## src/rtl/uart_rx_tx_ring_buffer_macros.svh

```systemverilog
// Assertion macros for the UART ring buffer block.
`ifndef UART_RX_TX_RING_BUFFER_MACROS_SVH
`define UART_RX_TX_RING_BUFFER_MACROS_SVH
`ifndef NO_ASSERTIONS
`define URB_ASSERT(lbl, prop, msg) \
  lbl: assert property (@(posedge clk_i) disable iff (!rst_ni) prop) else $error(msg);
`define URB_ASSERT_NEXT(lbl, ante, cons, msg) \
  lbl: assert property (@(posedge clk_i) disable iff (!rst_ni) ante |=> cons) else $error(msg);
`else
`define URB_ASSERT(lbl, prop, msg)
`define URB_ASSERT_NEXT(lbl, ante, cons, msg)
`endif
`endif

```

## src/rtl/urb_pkg.sv

```systemverilog
// Types and constants shared by the UART ring buffer modules.
`default_nettype none
package urb_pkg;

  localparam int RX_DEPTH = 256;
  localparam int TX_DEPTH = 256;
  localparam int RX_AW = $clog2(RX_DEPTH);
  localparam int TX_AW = $clog2(TX_DEPTH);
  localparam int RX_FW = RX_AW + 1;
  localparam int TX_FW = TX_AW + 1;
  localparam logic [RX_FW-1:0] RX_FILL_MAX = RX_FW'(RX_DEPTH);
  localparam logic [TX_FW-1:0] TX_FILL_MAX = TX_FW'(TX_DEPTH);
  localparam logic [RX_AW-1:0] RX_PTR_LAST = RX_AW'(RX_DEPTH - 1);
  localparam logic [TX_AW-1:0] TX_PTR_LAST = TX_AW'(TX_DEPTH - 1);

  localparam int CFG_W = 5;
  localparam logic [CFG_W-1:0] MAX_BURST = CFG_W'(16);
  localparam logic [CFG_W-1:0] BURST_RESET = CFG_W'(16);

  localparam logic [2:0] MODE_RX_BYTE = 3'd0;
  localparam logic [2:0] MODE_LINE_STATUS = 3'd1;
  localparam logic [2:0] MODE_POP = 3'd2;
  localparam logic [2:0] MODE_PUSH = 3'd3;
  localparam logic [2:0] MODE_TX_ROOM = 3'd4;
  localparam logic [2:0] MODE_SET_WAIT = 3'd5;

  localparam logic [3:0] ERR_OVERRUN = 4'b0001;
  localparam logic [3:0] ERR_BREAK = 4'b1000;

  localparam logic [1:0] STAT_OK = 2'd0;
  localparam logic [1:0] STAT_BREAK = 2'd1;
  localparam logic [1:0] STAT_OVERRUN = 2'd2;
  localparam logic [1:0] STAT_OTHER = 2'd3;

  typedef enum logic [2:0] {
    CMD_RX_BYTE,
    CMD_LINE_STATUS,
    CMD_POP,
    CMD_PUSH,
    CMD_TX_ROOM,
    CMD_SET_WAIT,
    CMD_NOP
  } cmd_kind_e;

  typedef struct packed {
    cmd_kind_e   kind;
    logic [7:0]  data_byte;
    logic [3:0]  line_errors;
    logic [15:0] wait_bytes;
    logic        read_last;
  } cmd_t;

  typedef struct packed {
    logic [7:0] out_byte;
    logic       byte_valid;
    logic       push_accepted;
    logic [1:0] read_status;
    logic       status_valid;
    logic       wake_reader;
    logic       tx_done;
    logic       last;
  } res_t;

endpackage
`default_nettype wire

```

## src/rtl/urb_front.sv

```systemverilog
// Front end: accepts items, classifies the mode and queues commands.
`default_nettype none
module urb_front import urb_pkg::*; (
  input  wire logic        clk_i,
  input  wire logic        rst_ni,
  input  wire logic        s_valid_i,
  output logic             s_ready_o,
  input  wire logic [2:0]  mode_i,
  input  wire logic [7:0]  data_byte_i,
  input  wire logic [3:0]  line_errors_i,
  input  wire logic [15:0] wait_bytes_i,
  input  wire logic        read_last_i,
  output logic             cmd_valid_o,
  input  wire logic        cmd_ready_i,
  output cmd_t             cmd_o
);

  cmd_t       q_mem [2];
  logic       wr_ptr_q, wr_ptr_d;
  logic       rd_ptr_q, rd_ptr_d;
  logic [1:0] count_q, count_d;
  logic       push, pop;
  cmd_t       cmd_in;

  always_comb begin
    cmd_in.data_byte   = data_byte_i;
    cmd_in.line_errors = line_errors_i;
    cmd_in.wait_bytes  = wait_bytes_i;
    cmd_in.read_last   = read_last_i;
    case (mode_i)
      MODE_RX_BYTE:     cmd_in.kind = CMD_RX_BYTE;
      MODE_LINE_STATUS: cmd_in.kind = CMD_LINE_STATUS;
      MODE_POP:         cmd_in.kind = CMD_POP;
      MODE_PUSH:        cmd_in.kind = CMD_PUSH;
      MODE_TX_ROOM:     cmd_in.kind = CMD_TX_ROOM;
      MODE_SET_WAIT:    cmd_in.kind = CMD_SET_WAIT;
      default:          cmd_in.kind = CMD_NOP;
    endcase
  end

  assign s_ready_o   = (count_q != 2'd2);
  assign cmd_valid_o = (count_q != 2'd0);
  assign cmd_o       = q_mem[rd_ptr_q];
  assign push        = s_valid_i && s_ready_o;
  assign pop         = cmd_valid_o && cmd_ready_i;

  always_comb begin
    wr_ptr_d = push ? ~wr_ptr_q : wr_ptr_q;
    rd_ptr_d = pop ? ~rd_ptr_q : rd_ptr_q;
    count_d  = count_q + {1'b0, push} - {1'b0, pop};
  end

  always_ff @(posedge clk_i or negedge rst_ni) begin
    if (!rst_ni) begin
      wr_ptr_q <= 1'b0;
      rd_ptr_q <= 1'b0;
      count_q  <= 2'd0;
    end else begin
      wr_ptr_q <= wr_ptr_d;
      rd_ptr_q <= rd_ptr_d;
      count_q  <= count_d;
    end
  end

  always_ff @(posedge clk_i) begin
    if (push) begin
      q_mem[wr_ptr_q] <= cmd_in;
    end
  end

endmodule
`default_nettype wire

```

## config.mk

```make
export PLATFORM = sky130hd
export DESIGN_NAME = urb_front
export DESIGN_NICKNAME = d
export VERILOG_FILES = /design/src/rtl/uart_rx_tx_ring_buffer_macros.svh /design/src/rtl/urb_pkg.sv /design/src/rtl/urb_front.sv
export SDC_FILE = /design/constraint.sdc
export NUM_CORES = 1
export LEC_CHECK = 0
export ABC_AREA = 1
export ABC_CLOCK_PERIOD_IN_PS = 2700
export BUFFER_PORTS_ARGS = -buffer_cell sky130_fd_sc_hd__buf_2
export CAP_MARGIN = 20
export CORE_MARGIN = 8
export CORE_UTILIZATION = 52
export DETAILED_ROUTE_END_ITERATION = 10
export GPL_ROUTABILITY_DRIVEN = 1
export PLACE_DENSITY = 0.75
export SKIP_LAST_GASP = 1
export SLEW_MARGIN = 25
export SYNTH_ARGS = -nofsm -noshare
export SYNTH_HDL_FRONTEND = slang
export SYNTH_SLANG_ARGS = --single-unit
```

## constraint.sdc

```tcl
create_clock -name clk_i -period 2.7 [get_ports clk_i]
set_input_delay 0.27 -clock clk_i [delete_from_list [all_inputs] [get_ports clk_i]]
set_output_delay 0.27 -clock clk_i [all_outputs]
set_load 0.01 [all_outputs]
```

==> impl_results.md <==
* Post-synth EDFFs at 64
* Path type of the worst setup path: reg2out
* Drt initial violations at 100
* Most frequent cell after synthesis: nand2_1
* Post-Syn Area per Cell at 13.2 µm²
* Peak supply drop at 0.000560 V
* Area delta synth->final at 19.7%
* Final cycle utilization of the critical path at 0.750
* Max incr delay on CP at 0.80 ns
* Clock skew at 0.00479 ns
* CTS max path bufs at 2
* Post-CTS Resized at 0
* Setup-failing EPs final at 0
* Top post-synthesis cells by area: edfxtp_1 72%, nand2_1 14%, dfrtp_1 3.8%
* Die Wd at 87.5 µm
* List of most frequent post-synthesis cells: 96 x nand2_1, 64 x edfxtp_1, 13 x nand2_2
* #FFs+latches synth at 68
* Minimum clock period at 2.03 ns
* # placed instances at 334
* FF-to-FF Start: count_q[1]
* Slew of the pin with the lowest slew margin at 0.908 ns
* Worst Setup SP: rd_ptr_q
* Htree depth at 3
* Comb pwr share at 0.330
* Post-synth top area cell: edfxtp_1
* IO buf count at 69
* Worst Path Arrival at 1.76 ns
* Via Count at 1624
* Net Sw Power at 1.18 mW
* Main synth FF type: edfxtp_1
* Post-Syn Area at 2660 µm²
* Most used cell, CP: nand2_1
* Die Y at 87.5 µm
* Drt drc at 0
* Slew margin rel. at 0.393
* Switching share of total power at 0.355
* Vias in the first global route at 1640
* Worst-path clk slew at 0.07 ns
* Total Wirelength at 4790 µm
* Final max-slew violation count at 0
* Worst-Skew Late Latency at 0.33 ns
* Clock Tree Root: clkbuf_8
* Flop2flop setup slack at 0.96 ns
* Hold buffer count at cts at 1
* Filler cell count at 399
* TritonCTS Buffers at 9
* CP Capture Type: output pin
* ANT nets after route at 0
* Sequential share of the synthesized area at 0.760
* N_diodes at 0
* Largest net degree at the start of global routing at 34
* Row cnt at 26
* Drt first pass iters at 4
* CP startpoint kind: register
* Mapped Cells at 202
* CP max stage cell: dfrtp_1
* Vias per cell at 4.63
* Crit-path cells: buf_4, nand2_1, nand2_1, buf_2
* Clock sinks at 68
* Share of the synthesized area in the top cell type at 0.723
* Ys async rst share at 0.0588
* Initial antenna violation count at 0
* Setup Buffers After CTS at 0
* Status: completed
* Fin Setup TNS at 0 ns
* # nets final at 314
* WL/cell at 13.6 µm
* Power Density at 1050 nW/µm²
* Multi-input gate area at 500 µm²
* Mapped Nets at 240
* IO Count at 70
* Hpwl dp at 3260 µm
* Unique cell type count in the Yosys netlist at 14
* Hold Path Class: in2reg
* CTS tree: yes
* GPL Wtd Cong at 0.727
* Ys Warns at 0
* Lkg Pwr at 1.41 nW
* Area post-placement at 3010 µm²
* Sequential Area at 2020 µm²
* Sequential power share at 0.466
* Core area at 5010 µm²
* Initial core utilization at 0.531
* Finished Cell Area at 3180 µm²
* GRT Total Usage at 0.132
* Worst EP required at 2.43 ns
* Total grt overflow at 0
* Hold path start: wait_bytes_i[1]
* Worst-path fanout max at 18
* Share of layout cells above drive strength 1 at 0.352
* Power share of the clock group at 0.204
* Final hold vios at 0
* Pint at 2.15 mW
* Fmax at 494 MHz
* First-pass GRT wire length at 7490 µm
* Max-Cap Viols at 0
* RSZ-0062 raised after global routing: no
* Final Non-Filler Cells at 351
* Die area at 7660 µm²
metal layers:
| layer | GRT usage | wire [µm] | vias to the layer above |
|---|---|---|---|
| met1 | 0.148 | 1980 | 743 |
| li1 | - | - | 814 |
| met3 | 0.0500 | 432 | 11 |
| met5 | 0 | 0 | - |
| met2 | 0.211 | 2270 | 56 |
| met4 | 0.0797 | 106 | 0 |
area by class of cell:
type,count,area share
Timing Repair Buffer,72,0.116
Clock inverter,5,0.00904
Sequential cell,68,0.635
Tap cell,70,0.0275
Multi-Input combinational cell,116,0.157
Clock buffer,11,0.0413
Inverter,9,0.0130
flip-flops by register name, summed over array words and instances (netlist names):
register / count
q_mem: 64
count_q: 2
rd_ptr_q: 1
wr_ptr_q: 1
critical path: cells and delay by family, from the launching register on:
| kind | cells | cell delay [ns] |
|---|---|---|
| buffers and inverters | 2 | 0.47 |
| flip-flops | 1 | 0.80 |
| AND/OR/NAND/NOR | 2 | 0.16 |
worst paths after layout:
path,end,cells past startpoint
worst max-delay path,cmd_o[5],4
worst min-delay path,q_mem[0][2],1
worst max register to register,q_mem[1][12],3
worst min register to register,wr_ptr_q,2
max in group asynchronous,rd_ptr_q,2
min in group asynchronous,count_q[0],2
power by group through the flow:
stage	sequential (mW)	clock, mW	combinational (mW)
after floorplan	1.52	0	0.830
after global placement	1.57	0	1.10
after detailed placement	1.58	0	1.12
after CTS	1.55	0.696	1.13
after global routing	1.58	0.733	1.25
final	1.55	0.680	1.10
through the flow:
step / hold WS [ns] / utilization / power, mW / worst slack (ns)
finish: 0.120 / 0.635 / 3.34 / 0.674
global route: 0.113 / 0.635 / 3.56 / 0.529
CTS: 0.109 / 0.635 / 3.38 / 0.653
detailed placement: 0.0830 / 0.601 / 2.70 / 0.956
global placement: 0.0837 / 0.601 / 2.67 / 1.01
floorplan: -0.0256 / - / 2.35 / 0.298
kinds of logic (layout without fill, tap and decap cells):
kind of cell	Yosys count	after routing	share of synthesized area
AOI/OAI and AO/OA	1	1	0.00282
adders and majority gates	2	2	0.00941
buffers and inverters	18	97	0.0541
and+or+nand+nor	113	113	0.173
DFF	68	68	0.760
layout by cell type, fill, tap and decap left out:
master	count
nand3_1	3
nor2_4	1
clkbuf_8	9
clkinv_2	2
clkinv_1	1
inv_1	8
a21boi_0	1
dfrtp_1	4
nand2_2	13
clkinvlp_4	2
edfxtp_1	64
clkbuf_1	2
ha_1	2
dlygate4sd3_1	1
nand2_1	96
buf_2	69
buf_4	2
inv_8	1
Power figures use the tool's default switching activity.
